## src/hw/rtl/bgss_pkg.sv

```systemverilog
// bgss_pkg: shared types, constants and decode functions of the battery gauge scanner
// used by the channel interfaces and every rtl module of the block

package bgss_pkg;

  localparam int unsigned NUM_DIGITS = 3;
  localparam int unsigned VOLT_W     = 10;
  localparam int unsigned SEG_W      = 7;
  localparam int unsigned LED_W      = 2;
  localparam int unsigned CFG_W      = 8;
  localparam int unsigned GLYPH_W    = 5;

  // apb register map
  localparam int unsigned APB_AW   = 4;
  localparam int unsigned APB_DW   = 32;
  localparam logic [1:0]  REG_VOLT_END  = 2'd0;
  localparam logic [1:0]  REG_PCT_END   = 2'd1;
  localparam logic [1:0]  REG_CYCLE_END = 2'd2;
  localparam logic [CFG_W-1:0] RST_VOLT_END  = 8'd18;
  localparam logic [CFG_W-1:0] RST_PCT_END   = 8'd36;
  localparam logic [CFG_W-1:0] RST_CYCLE_END = 8'd186;

  // decoupling queue
  localparam int unsigned QDEPTH = 4;
  localparam int unsigned QAW    = $clog2(QDEPTH);

  // glyph codes beyond the decimal digits
  localparam logic [GLYPH_W-1:0] GL_S         = 5'h10;
  localparam logic [GLYPH_W-1:0] GL_O         = 5'h11;
  localparam logic [GLYPH_W-1:0] GL_H         = 5'h12;
  localparam logic [GLYPH_W-1:0] GL_OVERLINE  = 5'h13;
  localparam logic [GLYPH_W-1:0] GL_UNDERLINE = 5'h14;
  localparam logic [GLYPH_W-1:0] GL_ONE_C     = 5'h15;

  // percent codes
  localparam logic [7:0] PCT_FULL = 8'd100;
  localparam logic [7:0] PCT_HIGH = 8'd254;
  localparam logic [7:0] PCT_SOS  = 8'd255;

  // led colors
  localparam logic [LED_W-1:0] LED_OFF   = 2'd0;
  localparam logic [LED_W-1:0] LED_RED   = 2'd1;
  localparam logic [LED_W-1:0] LED_GREEN = 2'd2;
  localparam logic [LED_W-1:0] LED_BOTH  = 2'd3;

  // digit pointer codes
  localparam logic [1:0] PTR_D1 = 2'd1;
  localparam logic [1:0] PTR_D2 = 2'd2;
  localparam logic [1:0] PTR_D3 = 2'd3;

  // one-hot digit selects
  localparam logic [NUM_DIGITS-1:0] SEL_D1   = 3'b001;
  localparam logic [NUM_DIGITS-1:0] SEL_D2   = 3'b010;
  localparam logic [NUM_DIGITS-1:0] SEL_D3   = 3'b100;
  localparam logic [NUM_DIGITS-1:0] SEL_NONE = 3'b000;

  typedef enum logic [1:0] {
    KIND_VOLT,
    KIND_PCT,
    KIND_BLANK,
    KIND_RESTART
  } kind_e;

  typedef struct packed {
    logic [CFG_W-1:0] volt_end;
    logic [CFG_W-1:0] pct_end;
    logic [CFG_W-1:0] cycle_end;
  } cfg_t;

  // classified scan tick, glyphs already turned into segment patterns
  typedef struct packed {
    kind_e                            kind;
    logic [NUM_DIGITS-1:0][SEG_W-1:0] vseg;
    logic                             vovl;
    logic [NUM_DIGITS-1:0][SEG_W-1:0] pseg;
    logic                             pskip;
    logic [LED_W-1:0]                 led;
  } item_t;

  function automatic logic [SEG_W-1:0] glyph_seg(input logic [GLYPH_W-1:0] g);
    logic [SEG_W-1:0] s;
    unique case (g)
      5'h00:        s = 7'h3F;
      5'h01:        s = 7'h06;
      5'h02:        s = 7'h5B;
      5'h03:        s = 7'h4F;
      5'h04:        s = 7'h66;
      5'h05:        s = 7'h6D;
      5'h06:        s = 7'h7D;
      5'h07:        s = 7'h07;
      5'h08:        s = 7'h7F;
      5'h09:        s = 7'h6F;
      GL_S:         s = 7'h6D;
      GL_O:         s = 7'h5C;
      GL_H:         s = 7'h76;
      GL_OVERLINE:  s = 7'h01;
      GL_UNDERLINE: s = 7'h08;
      GL_ONE_C:     s = 7'h04;
      default:      s = 7'h00;
    endcase
    return s;
  endfunction

  // percent for voltages 11.3 V .. 12.7 V
  function automatic logic [7:0] pct_table(input logic [3:0] idx);
    logic [7:0] p;
    case (idx)
      4'd0, 4'd1, 4'd2: p = 8'd10;
      4'd3:             p = 8'd20;
      4'd4:             p = 8'd25;
      4'd5:             p = 8'd30;
      4'd6:             p = 8'd40;
      4'd7:             p = 8'd50;
      4'd8:             p = 8'd55;
      4'd9:             p = 8'd60;
      4'd10:            p = 8'd70;
      4'd11:            p = 8'd75;
      4'd12:            p = 8'd80;
      4'd13:            p = 8'd95;
      default:          p = 8'd100;
    endcase
    return p;
  endfunction

  // tens digit of a value below 100, reciprocal multiply
  function automatic logic [3:0] div10(input logic [6:0] x);
    logic [14:0] prod;
    prod = {8'b0, x} * 15'd205;
    return prod[14:11];
  endfunction

  function automatic logic [3:0] mod10(input logic [6:0] x);
    logic [6:0] rem;
    rem = x - {3'b0, div10(x)} * 7'd10;
    return rem[3:0];
  endfunction

endpackage

```

## src/hw/rtl/bgss_if.sv

```systemverilog
// bgss_in_if / bgss_out_if: valid-ready channels of the battery gauge scanner
// depends on bgss_pkg for field widths

interface bgss_in_if
  import bgss_pkg::*;
();
  logic              valid;
  logic              ready;
  logic [VOLT_W-1:0] battery_voltage;
  logic              advance_phase;

  modport source (output valid, output battery_voltage, output advance_phase, input ready);
  modport sink   (input valid, input battery_voltage, input advance_phase, output ready);
endinterface

interface bgss_out_if
  import bgss_pkg::*;
();
  logic                  valid;
  logic                  ready;
  logic [NUM_DIGITS-1:0] digit_select;
  logic [SEG_W-1:0]      segments;
  logic                  decimal_point;
  logic [LED_W-1:0]      led_color;
  logic                  measure_enable;

  modport source (output valid, output digit_select, output segments, output decimal_point,
                  output led_color, output measure_enable, input ready);
  modport sink   (input valid, input digit_select, input segments, input decimal_point,
                  input led_color, input measure_enable, output ready);
endinterface

```

## src/hw/rtl/bgss_regs.sv

```systemverilog
// bgss_regs: apb configuration registers of the battery gauge scanner
// depends on bgss_pkg for the register map and cfg_t

module bgss_regs
  import bgss_pkg::*;
(
  input  logic              clk_i,
  input  logic              rst_ni,
  input  logic              psel,
  input  logic              penable,
  input  logic              pwrite,
  input  logic [APB_AW-1:0] paddr,
  input  logic [APB_DW-1:0] pwdata,
  output logic [APB_DW-1:0] prdata,
  output logic              pready,
  output cfg_t              cfg_o
);

  cfg_t cfg_q, cfg_d;
  logic wr_en;

  assign pready = 1'b1;
  assign wr_en  = psel & penable & pwrite;

  always_comb begin
    cfg_d = cfg_q;
    if (wr_en) begin
      unique case (paddr[3:2])
        REG_VOLT_END:  cfg_d.volt_end  = pwdata[CFG_W-1:0];
        REG_PCT_END:   cfg_d.pct_end   = pwdata[CFG_W-1:0];
        REG_CYCLE_END: cfg_d.cycle_end = pwdata[CFG_W-1:0];
        default:       cfg_d = cfg_q;
      endcase
    end
  end

  always_comb begin
    unique case (paddr[3:2])
      REG_VOLT_END:  prdata = {{(APB_DW-CFG_W){1'b0}}, cfg_q.volt_end};
      REG_PCT_END:   prdata = {{(APB_DW-CFG_W){1'b0}}, cfg_q.pct_end};
      REG_CYCLE_END: prdata = {{(APB_DW-CFG_W){1'b0}}, cfg_q.cycle_end};
      default:       prdata = '0;
    endcase
  end

  always_ff @(posedge clk_i or negedge rst_ni) begin
    if (!rst_ni) begin
      cfg_q.volt_end  <= RST_VOLT_END;
      cfg_q.pct_end   <= RST_PCT_END;
      cfg_q.cycle_end <= RST_CYCLE_END;
    end else begin
      cfg_q <= cfg_d;
    end
  end

  assign cfg_o = cfg_q;

endmodule

```

## src/hw/rtl/bgss_queue.sv

```systemverilog
// bgss_queue: small fifo of classified scan ticks between front and back
// depends on bgss_pkg for item_t and the queue depth

module bgss_queue
  import bgss_pkg::*;
(
  input  logic  clk_i,
  input  logic  rst_ni,
  input  logic  push_i,
  input  item_t item_i,
  output logic  full_o,
  input  logic  pop_i,
  output item_t item_o,
  output logic  avail_o
);

  item_t          mem_q [QDEPTH];
  logic [QAW-1:0] wr_ptr_q, rd_ptr_q;
  logic [QAW:0]   count_q, count_d;

  assign full_o  = (count_q == (QAW+1)'(QDEPTH));
  assign avail_o = (count_q != '0);
  assign item_o  = mem_q[rd_ptr_q];

  always_comb begin
    count_d = count_q;
    if (push_i && !pop_i) begin
      count_d = count_q + 1'b1;
    end else if (pop_i && !push_i) begin
      count_d = count_q - 1'b1;
    end
  end

  always_ff @(posedge clk_i) begin
    if (push_i) begin
      mem_q[wr_ptr_q] <= item_i;
    end
  end

  always_ff @(posedge clk_i or negedge rst_ni) begin
    if (!rst_ni) begin
      wr_ptr_q <= '0;
      rd_ptr_q <= '0;
      count_q  <= '0;
    end else begin
      if (push_i) begin
        wr_ptr_q <= wr_ptr_q + 1'b1;
      end
      if (pop_i) begin
        rd_ptr_q <= rd_ptr_q + 1'b1;
      end
      count_q <= count_d;
    end
  end

  assert property (@(posedge clk_i) disable iff (!rst_ni)
    count_q <= (QAW+1)'(QDEPTH))
    else $error("queue count overflow");

  assert property (@(posedge clk_i) disable iff (!rst_ni)
    !(push_i && full_o) && !(pop_i && !avail_o))
    else $error("queue push when full or pop when empty");

endmodule

```

## src/hw/rtl/bgss_front.sv

```systemverilog
// bgss_front: accepts scan ticks, steps the phase counter and decodes the voltage
// depends on bgss_pkg and bgss_in_if; feeds bgss_queue

module bgss_front
  import bgss_pkg::*;
(
  input  logic     clk_i,
  input  logic     rst_ni,
  bgss_in_if.sink  in_i,
  input  cfg_t     cfg_i,
  input  logic     full_i,
  output logic     push_o,
  output item_t    item_o
);

  logic [CFG_W-1:0]   phase_q, phase_d, phase_inc;
  logic [VOLT_W-1:0]  v, rem_full;
  logic               hund;
  logic [6:0]         rem;
  logic [7:0]         pct;
  logic [3:0]         pct_idx;
  logic [VOLT_W-1:0]  pct_off;
  logic [NUM_DIGITS-1:0][GLYPH_W-1:0] vg, pg;

  assign in_i.ready = !full_i;
  assign push_o     = in_i.valid & !full_i;
  assign v          = in_i.battery_voltage;

  // phase selection from the stepped count
  always_comb begin
    phase_inc = in_i.advance_phase ? phase_q + 1'b1 : phase_q;
    phase_d   = phase_inc;
    if (phase_inc < cfg_i.volt_end) begin
      item_o.kind = KIND_VOLT;
    end else if (phase_inc < cfg_i.pct_end) begin
      item_o.kind = KIND_PCT;
    end else if (phase_inc < cfg_i.cycle_end) begin
      item_o.kind = KIND_BLANK;
    end else begin
      item_o.kind = KIND_RESTART;
      phase_d     = '0;
    end
  end

  // voltage glyphs
  always_comb begin
    hund     = (v >= 10'd100);
    rem_full = v - (hund ? 10'd100 : 10'd0);
    rem      = rem_full[6:0];
    if (v > 10'd160) begin
      vg[0] = 5'd1;
      vg[1] = 5'd6;
      vg[2] = GL_OVERLINE;
    end else if (v <= 10'd89) begin
      vg[0] = GL_UNDERLINE;
      vg[1] = 5'd9;
      vg[2] = 5'd0;
    end else begin
      vg[0] = {4'b0, hund};
      vg[1] = {1'b0, div10(rem)};
      vg[2] = {1'b0, mod10(rem)};
    end
  end

  // percent code and its glyphs
  always_comb begin
    pct_off = v - 10'd113;
    pct_idx = pct_off[3:0];
    if (v >= 10'd150) begin
      pct = PCT_HIGH;
    end else if (v > 10'd127) begin
      pct = PCT_FULL;
    end else if (v < 10'd113) begin
      pct = PCT_SOS;
    end else begin
      pct = pct_table(pct_idx);
    end
    item_o.pskip = 1'b0;
    if (pct == PCT_FULL) begin
      pg[0] = 5'd1;
      pg[1] = 5'd0;
      pg[2] = 5'd0;
    end else if (pct == PCT_SOS) begin
      pg[0] = GL_S;
      pg[1] = GL_O;
      pg[2] = GL_S;
    end else if (pct == PCT_HIGH) begin
      pg[0]        = 5'd0;
      pg[1]        = GL_H;
      pg[2]        = GL_ONE_C;
      item_o.pskip = 1'b1;
    end else begin
      pg[0] = 5'd0;
      pg[1] = {1'b0, div10(pct[6:0])};
      pg[2] = {1'b0, mod10(pct[6:0])};
    end
  end

  always_comb begin
    for (int i = 0; i < NUM_DIGITS; i++) begin
      item_o.vseg[i] = glyph_seg(vg[i]);
      item_o.pseg[i] = glyph_seg(pg[i]);
    end
    item_o.vovl = (vg[2] == GL_OVERLINE);
    if (v > 10'd125) begin
      item_o.led = LED_GREEN;
    end else if (v >= 10'd124) begin
      item_o.led = LED_BOTH;
    end else begin
      item_o.led = LED_RED;
    end
  end

  always_ff @(posedge clk_i or negedge rst_ni) begin
    if (!rst_ni) begin
      phase_q <= '0;
    end else if (push_o) begin
      phase_q <= phase_d;
    end
  end

  assert property (@(posedge clk_i) disable iff (!rst_ni)
    push_o && (item_o.kind == KIND_RESTART) |=> (phase_q == '0))
    else $error("phase counter did not restart");

  assert property (@(posedge clk_i) disable iff (!rst_ni)
    !push_o |=> $stable(phase_q))
    else $error("phase counter moved without a transaction");

endmodule

```

## src/hw/rtl/bgss_back.sv

```systemverilog
// bgss_back: runs the digit scan on classified ticks and holds the display drive
// depends on bgss_pkg and bgss_out_if; fed by bgss_queue

module bgss_back
  import bgss_pkg::*;
(
  input  logic       clk_i,
  input  logic       rst_ni,
  input  logic       avail_i,
  input  item_t      item_i,
  output logic       pop_o,
  bgss_out_if.source out_o
);

  logic                  out_valid_q, out_valid_d;
  logic [1:0]            vptr_q, vptr_d, pptr_q, pptr_d;
  logic [NUM_DIGITS-1:0] sel_q, sel_d;
  logic [SEG_W-1:0]      seg_q, seg_d;
  logic                  dp_q, dp_d, en_q, en_d;
  logic [LED_W-1:0]      led_q, led_d;

  assign pop_o = avail_i & (!out_valid_q | out_o.ready);

  always_comb begin
    vptr_d = vptr_q;
    pptr_d = pptr_q;
    sel_d  = sel_q;
    seg_d  = seg_q;
    dp_d   = dp_q;
    en_d   = en_q;
    led_d  = led_q;
    case (item_i.kind)
      KIND_VOLT: begin
        led_d  = item_i.led;
        pptr_d = PTR_D1;
        en_d   = 1'b0;
        case (vptr_q)
          PTR_D2: begin
            // point stays as it was when the last glyph is the overline
            dp_d   = item_i.vovl ? dp_q : 1'b1;
            sel_d  = SEL_D2;
            seg_d  = item_i.vseg[1];
            vptr_d = PTR_D3;
          end
          PTR_D3: begin
            dp_d   = 1'b0;
            sel_d  = SEL_D3;
            seg_d  = item_i.vseg[2];
            vptr_d = PTR_D1;
          end
          default: begin
            dp_d   = 1'b0;
            sel_d  = SEL_D1;
            seg_d  = item_i.vseg[0];
            vptr_d = PTR_D2;
          end
        endcase
      end
      KIND_PCT: begin
        led_d  = item_i.led;
        vptr_d = PTR_D1;
        case (pptr_q)
          PTR_D2: begin
            sel_d  = SEL_D2;
            seg_d  = item_i.pseg[1];
            pptr_d = PTR_D3;
          end
          PTR_D3: begin
            dp_d   = 1'b0;
            sel_d  = SEL_D3;
            seg_d  = item_i.pseg[2];
            pptr_d = PTR_D1;
          end
          default: begin
            pptr_d = PTR_D2;
            // h1 leaves the first digit as it was
            if (!item_i.pskip) begin
              dp_d  = 1'b0;
              sel_d = SEL_D1;
              seg_d = item_i.pseg[0];
            end
          end
        endcase
      end
      KIND_BLANK: begin
        en_d  = 1'b1;
        sel_d = SEL_NONE;
        dp_d  = 1'b0;
        led_d = LED_OFF;
      end
      default: begin
      end
    endcase
  end

  always_comb begin
    out_valid_d = out_valid_q;
    if (pop_o) begin
      out_valid_d = 1'b1;
    end else if (out_o.ready) begin
      out_valid_d = 1'b0;
    end
  end

  always_ff @(posedge clk_i or negedge rst_ni) begin
    if (!rst_ni) begin
      out_valid_q <= 1'b0;
      vptr_q      <= PTR_D1;
      pptr_q      <= PTR_D1;
      sel_q       <= SEL_NONE;
      seg_q       <= '0;
      dp_q        <= 1'b0;
      en_q        <= 1'b0;
      led_q       <= LED_OFF;
    end else begin
      out_valid_q <= out_valid_d;
      if (pop_o) begin
        vptr_q <= vptr_d;
        pptr_q <= pptr_d;
        sel_q  <= sel_d;
        seg_q  <= seg_d;
        dp_q   <= dp_d;
        en_q   <= en_d;
        led_q  <= led_d;
      end
    end
  end

  assign out_o.valid          = out_valid_q;
  assign out_o.digit_select   = sel_q;
  assign out_o.segments       = seg_q;
  assign out_o.decimal_point  = dp_q;
  assign out_o.led_color      = led_q;
  assign out_o.measure_enable = en_q;

  assert property (@(posedge clk_i) disable iff (!rst_ni)
    $onehot0(sel_q) && (!dp_q || (sel_q == SEL_D2)))
    else $error("digit select not one-hot or point off digit 2");

  assert property (@(posedge clk_i) disable iff (!rst_ni)
    pop_o && (item_i.kind == KIND_BLANK) |=>
      (sel_q == SEL_NONE) && (led_q == LED_OFF) && en_q)
    else $error("blank tick did not turn the display off");

endmodule

```

## src/hw/rtl/battery_gauge_seven_segment_scanner.sv

```systemverilog
// battery_gauge_seven_segment_scanner: top level of the battery gauge display scanner
// depends on bgss_pkg, bgss_if, bgss_regs, bgss_queue, bgss_front, bgss_back
// an accepted scan tick is written into the queue, then popped into the scan registers that
// drive the output; throughput: one scan tick per cycle while the receiver holds ready high,
// set by the single queue pop and scan-state update a cycle
// reset: asynchronous active low; phase count 0, digit pointers on digit 1, drive all zero,
// registers to 18 / 36 / 186; no clearing pass, ready as soon as reset is released

module battery_gauge_seven_segment_scanner
  import bgss_pkg::*;
(
  input  logic              clk_i,
  input  logic              rst_ni,
  bgss_in_if.sink           in_i,
  bgss_out_if.source        out_o,
  input  logic              psel,
  input  logic              penable,
  input  logic              pwrite,
  input  logic [APB_AW-1:0] paddr,
  input  logic [APB_DW-1:0] pwdata,
  output logic [APB_DW-1:0] prdata,
  output logic              pready
);

  // configuration registers, written by the user only while the scanner is idle; the block does not enforce it
  cfg_t  cfg;

  // front to queue
  logic  push;
  logic  full;
  item_t push_item;

  // queue to back
  logic  pop;
  logic  avail;
  item_t pop_item;

  bgss_regs u_regs (
    .clk_i   (clk_i),
    .rst_ni  (rst_ni),
    .psel    (psel),
    .penable (penable),
    .pwrite  (pwrite),
    .paddr   (paddr),
    .pwdata  (pwdata),
    .prdata  (prdata),
    .pready  (pready),
    .cfg_o   (cfg)
  );

  // front: steps the phase count and classifies each tick as voltage,
  // percentage, blank or restart, with all glyphs pre-decoded to segments
  bgss_front u_front (
    .clk_i  (clk_i),
    .rst_ni (rst_ni),
    .in_i   (in_i),
    .cfg_i  (cfg),
    .full_i (full),
    .push_o (push),
    .item_o (push_item)
  );

  // queue lets the phase counter run ahead while the display side stalls
  bgss_queue u_queue (
    .clk_i   (clk_i),
    .rst_ni  (rst_ni),
    .push_i  (push),
    .item_i  (push_item),
    .full_o  (full),
    .pop_i   (pop),
    .item_o  (pop_item),
    .avail_o (avail)
  );

  // back: digit pointers and held drive; the held drive is the output payload
  bgss_back u_back (
    .clk_i   (clk_i),
    .rst_ni  (rst_ni),
    .avail_i (avail),
    .item_i  (pop_item),
    .pop_o   (pop),
    .out_o   (out_o)
  );

endmodule

```

## src/flat_wrapper.sv

```systemverilog
// flat-port wrapper written by rule: the top's interface ports become plain ports
module battery_gauge_seven_segment_scanner_flat import bgss_pkg::*;
  (clk_i, rst_ni, psel, penable, pwrite, paddr, pwdata, prdata, pready, in_i_valid, in_i_battery_voltage, in_i_advance_phase, in_i_ready, out_o_valid, out_o_digit_select, out_o_segments, out_o_decimal_point, out_o_led_color, out_o_measure_enable, out_o_ready);
  bgss_in_if in_i_i ();
  bgss_out_if out_o_i ();
  input  logic clk_i;
  input  logic rst_ni;
  input  logic psel;
  input  logic penable;
  input  logic pwrite;
  input  logic [APB_AW-1:0] paddr;
  input  logic [APB_DW-1:0] pwdata;
  output logic [APB_DW-1:0] prdata;
  output logic pready;
  input wire logic [$bits(in_i_i.valid)-1:0] in_i_valid;
  input wire logic [$bits(in_i_i.battery_voltage)-1:0] in_i_battery_voltage;
  input wire logic [$bits(in_i_i.advance_phase)-1:0] in_i_advance_phase;
  output wire logic [$bits(in_i_i.ready)-1:0] in_i_ready;
  output wire logic [$bits(out_o_i.valid)-1:0] out_o_valid;
  output wire logic [$bits(out_o_i.digit_select)-1:0] out_o_digit_select;
  output wire logic [$bits(out_o_i.segments)-1:0] out_o_segments;
  output wire logic [$bits(out_o_i.decimal_point)-1:0] out_o_decimal_point;
  output wire logic [$bits(out_o_i.led_color)-1:0] out_o_led_color;
  output wire logic [$bits(out_o_i.measure_enable)-1:0] out_o_measure_enable;
  input wire logic [$bits(out_o_i.ready)-1:0] out_o_ready;
  assign in_i_i.valid = in_i_valid;
  assign in_i_i.battery_voltage = in_i_battery_voltage;
  assign in_i_i.advance_phase = in_i_advance_phase;
  assign in_i_ready = in_i_i.ready;
  assign out_o_valid = out_o_i.valid;
  assign out_o_digit_select = out_o_i.digit_select;
  assign out_o_segments = out_o_i.segments;
  assign out_o_decimal_point = out_o_i.decimal_point;
  assign out_o_led_color = out_o_i.led_color;
  assign out_o_measure_enable = out_o_i.measure_enable;
  assign out_o_i.ready = out_o_ready;
  battery_gauge_seven_segment_scanner u_core (.clk_i(clk_i), .rst_ni(rst_ni), .in_i(in_i_i), .out_o(out_o_i), .psel(psel), .penable(penable), .pwrite(pwrite), .paddr(paddr), .pwdata(pwdata), .prdata(prdata), .pready(pready));
endmodule
```

## config.mk

```make
export PLATFORM = sky130hd
export DESIGN_NAME = battery_gauge_seven_segment_scanner_flat
export DESIGN_NICKNAME = d
export VERILOG_FILES = /design/src/hw/rtl/bgss_pkg.sv /design/src/hw/rtl/bgss_if.sv /design/src/hw/rtl/bgss_regs.sv /design/src/hw/rtl/bgss_queue.sv /design/src/hw/rtl/bgss_front.sv /design/src/hw/rtl/bgss_back.sv /design/src/hw/rtl/battery_gauge_seven_segment_scanner.sv /design/src/flat_wrapper.sv
export SDC_FILE = /design/constraint.sdc
export NUM_CORES = 1
export LEC_CHECK = 0
export ABC_AREA = 1
export BUFFER_PORTS_ARGS = -buffer_cell sky130_fd_sc_hd__buf_2
export CAP_MARGIN = 20
export CORE_UTILIZATION = 57
export CTS_BUF_LIST = sky130_fd_sc_hd__clkbuf_4 sky130_fd_sc_hd__clkbuf_8
export CTS_CLUSTER_DIAMETER = 120
export DETAILED_ROUTE_END_ITERATION = 10
export PLACE_DENSITY = 0.79
export SLEW_MARGIN = 40
export SYNTH_ARGS = -nofsm -noshare
export SYNTH_HDL_FRONTEND = slang
export SYNTH_SLANG_ARGS = --single-unit
export TNS_END_PERCENT = 1
```

## constraint.sdc

```tcl
create_clock -name clk_i -period 2.74 [get_ports clk_i]
set_input_delay 0.137 -clock clk_i [delete_from_list [all_inputs] [get_ports clk_i]]
set_output_delay 0.137 -clock clk_i [all_outputs]
set_load 0.1 [all_outputs]
```

# Word level (Yosys, flattened, before mapping)
# Memory sizes are Yosys's and may differ from the RTL's.
# Index checks and enable logic that the tools add are counted.
[word_totals]
ram_bits = 192
out_inout_bits = 49
in_bits = 54
mem_bits_ro = 1456
n_memories = 8
ff_bits = 58
wordCells = 141
[mem_list]
columns = ["name", "depth", "word_bits", "read_ports", "rd_clocked_by_memory_dff", "wr", "line", "rtl"]
rows = [
  ["(name not given)", 32, 7, 1, 0, 0, "bgss_pkg.sv:82", "unique case (g)"],
  ["(name not given)", 32, 7, 1, 0, 0, "bgss_pkg.sv:82", ""],
  ["(name not given)", 32, 7, 1, 0, 0, "bgss_pkg.sv:82", ""],
  ["(name not given)", 32, 7, 1, 0, 0, "bgss_pkg.sv:82", ""],
  ["(name not given)", 32, 7, 1, 0, 0, "bgss_pkg.sv:82", ""],
  ["(name not given)", 32, 7, 1, 0, 0, "bgss_pkg.sv:82", ""],
  ["+2 memories", "--", "--", "--", "--", "--", "--", ""],
]
[op_classes]
mul = 4
order_cmp = 11
addsub = 9
muxes = 47
n_reduce_logical = 25
bitwise_logic = 5
n_eq_ne = 17
[op_table]
columns = ["cell", "n"]
rows = [
  ["2-to-1 mux 15 bit", 4],
  ["2-to-1 mux 8 bit", 7],
  ["one-hot mux 7 bit (2 select lines)", 3],
  ["multiplier 7 x 8 -> 15 bit (second input constant)", 2],
  ["< comparator 8 bit", 3],
  ["one-hot mux 8 bit (3 select lines)", 1],
  [">= comparator 10 x 7 -> 1 bit (second input constant)", 2],
  ["greater-than comparator 10 x 7 -> 1 bit (second input constant)", 2],
  ["one-hot mux 2 bit (2 select lines)", 5],
  ["== test 8 bit (second input constant)", 2],
  ["2-to-1 mux 14 bit", 1],
  ["2-to-1 mux 7 bit", 2],
  ["== test 2 bit (second input constant)", 6],
  ["one-hot mux 3 bit (2 select lines)", 2],
  ["AND reduction 2 bit", 6],
  ["2-to-1 mux 1 bit", 11],
  [">= comparator 10 x 8 -> 1 bit (second input constant)", 1],
  ["greater-than comparator 10 x 8 -> 1 bit (second input constant)", 1],
  ["less-or-equal comparator 10 x 7 -> 1 bit (second input constant)", 1],
  ["< comparator 10 x 7 -> 1 bit (second input constant)", 1],
  ["nonzero test 2 bit", 5],
  ["2-to-1 mux 3 bit", 3],
  ["one-hot mux 3 bit (3 select lines)", 1],
  ["adder 8 x 1 -> 8 bit (second input constant)", 1],
  ["other kinds (26)", 45],
]

# Logic depth before layout (Yosys ltp)
# Gate-level depths: netlist of the first run.
# An unclocked memory read counts as a cell.
[logic_depth]
word_depth = 12
mapped_depth = 39
mapped_depth_nobuf = 39

# Modules after synthesis
# Synthesis of the first run repeated with hierarchy kept, for this count alone.
[hier_totals]
cells_unflattened = 1694
area_unflattened_um2 = 15847.7
[by_module_without_submodules]
columns = ["module", "area_per_inst_um2", "seq_area_each_um2", "cells_each", "n_inst"]
rows = [
  ["bgss_queue", 8172.8, 5940.7, 609, 1],
  ["bgss_front", 5042.3, 200.2, 727, 1],
  ["bgss_regs", 1318.8, 611.8, 173, 1],
  ["bgss_back", 1313.8, 478.0, 185, 1],
]

# Least setup slack after synthesis of the first run
# No wires, ideal clock.
[synth_path]
path_kind = "input port to flip-flop"
from = "in in_i_battery_voltage[9]"
to = "mem u_core.u_queue.mem_q[0][45] (netlist name) (data pin)"
arrival_ns = 5.677
t_required_ns = 2.547
n_path_buf = 0
setup_time_ns = 0.193
setup_slack_ns = -3.130
cell_stages = 37
path_cell_list = "nor2_4 > nand2_4 > a31oi_1 > inv_1 > ha_1 > ha_1 > nand2_1 > a21oi_1 > xor2_1 > xor2_1 > inv_1 > ha_1 > ha_1 > fa_1 > inv_1 > fa_1 > inv_1 > ha_1 > nand2_1 > inv_1 > nand2_1 > nand2_1 > nand2_1 > nand2_1 > nand2_1 > nand2_1 > nand2_1 > nand2_1 > xor2_1 > inv_1 > fa_1 > nor3_2 > inv_1 > or2_1 > o21ai_0 > nand2_1 > a22oi_1"
[synth_lines]
columns = ["item", "line", "rtl"]
rows = [
  ["from (decl)", "flat_wrapper.sv:16", "input wire logic [$bits(in_i_i.battery_voltage)-1:0] in_i_battery_voltage;"],
  ["to (decl)", "bgss_queue.sv:17", "item_t mem_q [QDEPTH];"],
]

==> impl_metrics.ini, run 1 <==
[finish]
nets = 1935
diodes = 0
final_cell_mix = nand2_1, buf_4, inv_1
design_area_um2 = 17100
final_common_cell = nand2_1
syn_to_final_growth_pct = 24.9
utilization_pct = 72.8
fill_cells = 1566
fin_cells = 2067
final_layout_size_suffix_gt1_share_pct = 26.9

[timing]
period_share_pct = 195
max_clock_freq_ghz = 0.187
worst_slew_pin_slew_ns = 0.747
layout_min_cycle_time_ns = 5.34
fin_ws_ns = -2.60
setup_violations = 112
drv_slew = 0
finalSetupTns_ns = -266.50
skew_ns = 0.0231
hold_viol = 0
rsz0062_at_grt = true
slew-limit-headroom_pct = 50.0

[logic_synthesis]
yosysSeqAreaShare_pct = 46.7
syn_area_per_cell_um2 = 9.34
synth.top_cell.area_share_pct = 36.0
syn_inst = 1464
synth_area_leaders = edfxtp_1, ha_1, dfrtp_1, nand2_1, inv_1
syn_area_um2 = 13700
synth.distinct_cells = 58
yosys.area.top_type = edfxtp_1
yosys_warnings = 0
yosys_register_bits = 222

[critical_path]
r2r-end = u_core.u_front.phase_q[0]$_DFFE_PN0P_
cp_common_cell = nand2_2
required_ns = 2.96
arrival_ns = 5.57
crit_path_end_kind = flop
r2r_slack_ns = 0.13
critical-path-slowest-cell = fa_1
critPathLaunchType = primary input
worstSetupPathType = primary input to flop
rr_startpoint = u_core.u_front.phase_q[0]$_DFFE_PN0P_
critical_path.max_stage_delay_ns = 0.48
worstPathMaxFanout = 7
crit_start = in_i_battery_voltage[3]
reg2regPathDepth = 17

[floorplan]
ioPinCount = 103
fp.dieH_um = 157
coreArea_um2 = 23500
fp.dieW_um = 157
initial_core_util_pct = 58.3
dieArea_um2 = 24600
rows = 56

[placement]
port_buffers = 51
dpl.cell_count = 1985
pre_cts_ws_ns = -3.41
gp_congestion = 0.910
dpl.hpwl_um = 22200
placed_area_um2 = 15600

[clock_tree]
cts_made_buffers = 34
clkTransAtPathRegs_ns = 0.06
cts.path.max_buffers = 3
worst_skew_pair.late_latency_ns = 0.53
htree_levels = 2
cts_root_buf = clkbuf_8
cts_sinks = 222
tritoncts = yes

[run_status]
violations = setup timing
status = finished with violations

[route]
vias = 11200
wl_per_cell_um = 15.6
wl_um = 32200
drc = 0
ant_nets = 0
post_drt_via_cell_ratio = 5.43
firstDrtPassIters = 8
drt_iter0_drc = 819

[grt]
grt.total_usage_pct = 26.3
grt_max_degree = 85
grt_pass1_vias = 11100
grt_first_pass_wirelength_um = 51400
grt_util_met2_pct = 46.7
grt_overflow_total = 0
antenna_found_initial = 0
met3_usage_pct = 3.66
groute.layer.met1.usage_pct = 32.5
busiest_layer = met2

[power_and_ir_drop]
intPower_uw = 10000
power.clock.fraction_pct = 16.2
peakVddDrop_mv = 0.812
swShare_pct = 44.0
comb_power_share_pct = 55.0
p_sw_uw = 7870
power.density_nw_per_um2 = 1050
seqPwrFrac_pct = 28.8
p_leak_uw = 0.00785

[hold_path]
min_path_cells = 4
hold_class = primary input to flop
hold_path.startpoint = in_i_advance_phase
whs_endpoint = u_core.u_front.phase_q[1]$_DFFE_PN0P_

[run]
cap_violations = 0
## sequential cells by signal (all words and copies together) (netlist names)
signal,cells
u_core.u_queue.mem_q,164
u_core.u_back.out_o.valid,1
u_core.u_queue.rd_ptr_q,2
u_core.u_back.vptr_q,2
u_core.u_back.out_o.digit_select,3
u_core.u_back.out_o.decimal_point,1
u_core.u_back.pptr_q,2
u_core.u_queue.count_q,3
u_core.u_back.out_o.segments,7
u_core.u_front.phase_q,8
u_core.u_queue.wr_ptr_q,2
u_core.u_back.out_o.measure_enable,1
u_core.u_regs.cfg_o,24
u_core.u_back.out_o.led_color,2
## through the flow
stage,hold slack (ns),power (uW)
3_5_place_dp,0.263,14000
3_3_place_gp,0.266,13600
4_1_cts,0.0715,17400
6_report,0.0845,17900
2_1_floorplan,-0.159,11200
5_1_grt,0.0961,19200
## power by group through the flow
stage	combinational, uW	clock (uW)	sequential (uW)
after floorplan	5410	0	5830
after global placement	8450	0	5170
after detailed placement	8810	0	5210
after CTS	9300	2920	5150
after global routing	10800	3080	5230
final	9850	2890	5160
## worst max-delay path by stage
stage / depth (start not counted) / end / slack (ns)
finish: 38 / u_core.u_queue.mem_q[3][39]$_DFFE_PP_ / -2.60
global route: 34 / u_core.u_queue.mem_q[3][21]$_DFFE_PP_ / -2.92
CTS: 38 / u_core.u_queue.mem_q[3][45]$_DFFE_PP_ / -2.69
detailed placement: 38 / u_core.u_queue.mem_q[2][40]$_DFFE_PP_ / -3.41
global placement: 38 / u_core.u_queue.mem_q[0][40]$_DFFE_PP_ / -3.15
floorplan: 37 / u_core.u_queue.mem_q[0][40]$_DFFE_PP_ / -2.83
## logic make-up (layout without fill, tap and decap cells)
| logic type | count (synthesis) | in the layout | share of synthesized area (%) |
|---|---|---|---|
| other | 2 | 25 | 0.0549 |
| adder cells (fa/ha/maj) | 156 | 156 | 15.3 |
| AND/OR/NAND/NOR | 522 | 522 | 16.6 |
| buffers and inverters | 260 | 521 | 7.82 |
| flip-flops | 222 | 222 | 46.7 |
| AO/OA/AOI/OAI | 279 | 279 | 12.0 |
| XOR/XNOR | 23 | 23 | 1.47 |
## worst max-delay path: cells and delay by family
kind                     cells  cell delay, ns
buffers and inverters        7            0.48
AND/OR/NAND/NOR             15            1.28
adder cells (fa/ha/maj)      8            2.39
AO/OA/AOI/OAI                2            0.22
XOR/XNOR                     6            1.06
## per-layer routing
metal  vias to the layer above  wire length, um
li1                       5427                -
met1                      5338            13000
met4                         0              736
met2                       405            16500
met5                         -                0
met3                        60             2010
## cells in the mapped netlist, drive strengths merged
| master | instances |
|---|---|
| dfstp | 11 |
| a41oi | 1 |
| conb | 2 |
| fa | 19 |
| a221o | 1 |
| or2 | 7 |
| xor2 | 18 |
| dfrtp | 47 |
| o2111ai | 1 |
| clkbuf | 33 |
| buf | 26 |
| a32oi | 3 |
| and3 | 1 |
| o311ai | 3 |
| a32o | 7 |
| nor4b | 1 |
| o21bai | 1 |
| edfxtp | 164 |
| nor3 | 6 |
| o21a | 2 |
| a31oi | 11 |
| o211ai | 6 |
| nand4 | 12 |
| nand2 | 290 |
| clkinv | 2 |
| o22ai | 24 |
| nand3b | 3 |
| nor2 | 138 |
| xnor2 | 5 |
| a21boi | 1 |
| a22oi | 2 |
| nand3 | 62 |
| a21oi | 50 |
| nor4 | 2 |
| o21ai | 146 |
| a21o | 3 |
| o31ai | 2 |
| a221oi | 4 |
| a211oi | 2 |
| inv | 199 |
| ha | 137 |
| a22o | 1 |
| o221ai | 8 |
## repair_timing
action	4_1_cts	5_1_grt
hold buffers	10	0
gates cloned	0	0
buffers inserted	11	2
pin swaps	30	29
setup endpoints to repair	120	129
hold endpoints to repair	53	0
resized for setup	50	67
## final cells by class
class,count,area (um2),share of cell area (%)
clock buffer,47,591,3.46
clock inverter,12,130,0.761
inverter,201,754,4.41
multi-input combinational,1005,6900,40.4
sequential,222,6390,37.4
tap,319,399,2.34
timing repair buffer,261,1930,11.3
No activity file was read; power rests on OpenSTA's default activity.
==> run 2, diff against run 1 <==
CORE_UTILIZATION = 48   (was 57)
PLACE_DENSITY = 0.68   (was 0.79)
==> impl_metrics.ini, run 2 (synthesis gave the netlist of run 1 again) <==
[timing]
fin_ws_ns = -2.54
period_share_pct = 193
max_clock_freq_ghz = 0.189
worst_slew_pin_slew_ns = 0.628
drv_slew = 0
slew-limit-headroom_pct = 58.0
rsz0062_at_grt = true
layout_min_cycle_time_ns = 5.28
setup_violations = 112
finalSetupTns_ns = -245.11
skew_ns = 0.0175
hold_viol = 0

[floorplan]
initial_core_util_pct = 49.0
rows = 61
fp.dieH_um = 171
coreArea_um2 = 27900
dieArea_um2 = 29200
fp.dieW_um = 171
ioPinCount = 103

[critical_path]
r2r_slack_ns = 0.13
critPathLaunchType = primary input
arrival_ns = 5.59
rr_startpoint = u_core.u_front.phase_q[2]$_DFFE_PN0P_
r2r-end = u_core.u_queue.mem_q[3][46]$_DFFE_PP_
worstPathMaxFanout = 4
worstSetupPathType = primary input to flop
cp_common_cell = nand2_1
required_ns = 3.05
critical_path.max_stage_delay_ns = 0.48
critical-path-slowest-cell = fa_1
crit_path_end_kind = flop
reg2regPathDepth = 12

[clock_tree]
worst_skew_pair.late_latency_ns = 0.52
cts_root_buf = clkbuf_8
htree_levels = 2
cts_sinks = 222
cts.path.max_buffers = 3
cts_made_buffers = 35
clkTransAtPathRegs_ns = 0.07
tritoncts = yes

[finish]
multi_input_area_um2 = 6810
largest_register_ffs = 164
fill_cells = 2366
regMostFlops = u_core.u_queue.mem_q
final_layout_size_suffix_gt1_share_pct = 26.0
diodes = 0
syn_to_final_growth_pct = 24.5
regArea_um2 = 6390
nets = 1933
final_cell_mix = nand2_1, buf_4, inv_1
final_common_cell = nand2_1
design_area_um2 = 17000

[grt]
grt.total_usage_pct = 22.8
antenna_found_initial = 0
grt_overflow_total = 0
grt_first_pass_wirelength_um = 52800
grt_max_degree = 42
grt_pass1_vias = 10800

[route]
wl_um = 32000
vias = 11000
wl_per_cell_um = 15.1
drt_iter0_drc = 617
ant_nets = 0
drc = 0
firstDrtPassIters = 5
post_drt_via_cell_ratio = 5.16

[placement]
placed_area_um2 = 15800
dpl.hpwl_um = 23100
gp_congestion = 0.881
port_buffers = 51

[power_and_ir_drop]
power.density_nw_per_um2 = 1020
power_uw = 17400
p_leak_uw = 0.00780
peakVddDrop_mv = 0.555

[run]
cap_violations = 0

[hold_path]
hold_path.startpoint = in_i_advance_phase
min_path_cells = 4
hold_class = primary input to flop
whs_endpoint = u_core.u_front.phase_q[1]$_DFFE_PN0P_

[run_status]
violations = setup timing
status = finished with violations
==> run 2: cell count changes in the layout (fill, tap and decap cells not counted), moves of 3 or more <==
cell	change
nand3_2	-3
nand2_2	-4
nand3_1	+3
inv_2	+3
xor2_1	+4
xor2_2	-5
inv_1	-3
nand2_1	+5
buf_4	-5
clkbuf_4	+3
==> run 2: report_power, final <==
part	total, uW	switching [uW]	internal, uW
Clock	2750	1220	1530
Combinational	9530	6130	3400
Sequential	5170	358	4810
Total	17400	7710	9730
==> run 2: how the worst max path moves through the flow <==
stage | start | to | slack [ns] | cells past startpoint
2_1_floorplan | in_i_battery_voltage[8] | u_core.u_queue.mem_q[0][40]$_DFFE_PP_ | -2.83 | 37
3_3_place_gp | in_i_battery_voltage[2] | u_core.u_queue.mem_q[0][40]$_DFFE_PP_ | -3.16 | 38
3_5_place_dp | in_i_battery_voltage[2] | u_core.u_queue.mem_q[2][43]$_DFFE_PP_ | -3.36 | 37
4_1_cts | in_i_battery_voltage[9] | u_core.u_queue.mem_q[3][45]$_DFFE_PP_ | -2.49 | 37
5_1_grt | in_i_battery_voltage[9] | u_core.u_queue.mem_q[3][45]$_DFFE_PP_ | -2.93 | 37
6_report | in_i_battery_voltage[9] | u_core.u_queue.mem_q[3][45]$_DFFE_PP_ | -2.54 | 37
==> run 2: per-stage QoR <==
stage | std cells | hold slack, ns | utilization [%] | setup slack, ns
2_1_floorplan | 1487 | -0.159 | - | -2.83
3_3_place_gp | 2049 | 0.154 | 56.5 | -3.16
3_5_place_dp | 2049 | 0.162 | 56.5 | -3.36
4_1_cts | 2122 | 0.0919 | 60.4 | -2.49
5_1_grt | 2122 | 0.122 | 60.9 | -2.93
6_report | 2122 | 0.0643 | 60.9 | -2.54
==> run 2: worst max-delay path, delay by kind of cell <==
kind	cells	cell delay (ns)
and+or+nand+nor	13	1.08
adders and majority gates	8	2.33
buffers and inverters	7	0.48
AOI/OAI and AO/OA	3	0.52
xor gates and xnor gates	6	1.03
==> run 2: cell type report <==
type / instances / area share (%)
clock inverters: 8 / 0.360
repair buffers: 258 / 11.2
well taps: 378 / 2.78
inverters: 201 / 4.45
flip-flops and latches: 222 / 37.5
clock buffers: 50 / 3.60
multi-input cells: 1005 / 40.0
==> run 2: repair_timing <==
item | CTS | global route
pin swaps | 25 | 9
endpoints found under the setup margin | 120 | 133
resized for setup | 65 | 37
setup buffers | 5 | 0
hold buffers | 10 | 0
hold endpoints to repair | 83 | 0
==> run 2: routing by layer <==
layer  track usage, %  share of wire (%)  up-vias
li1                 -                  -     5437
met3             3.15                5.5       53
met4             6.58                2.1        0
met2             40.5                 49      314
met1             28.7                 43     5147
met5                0                  0        -
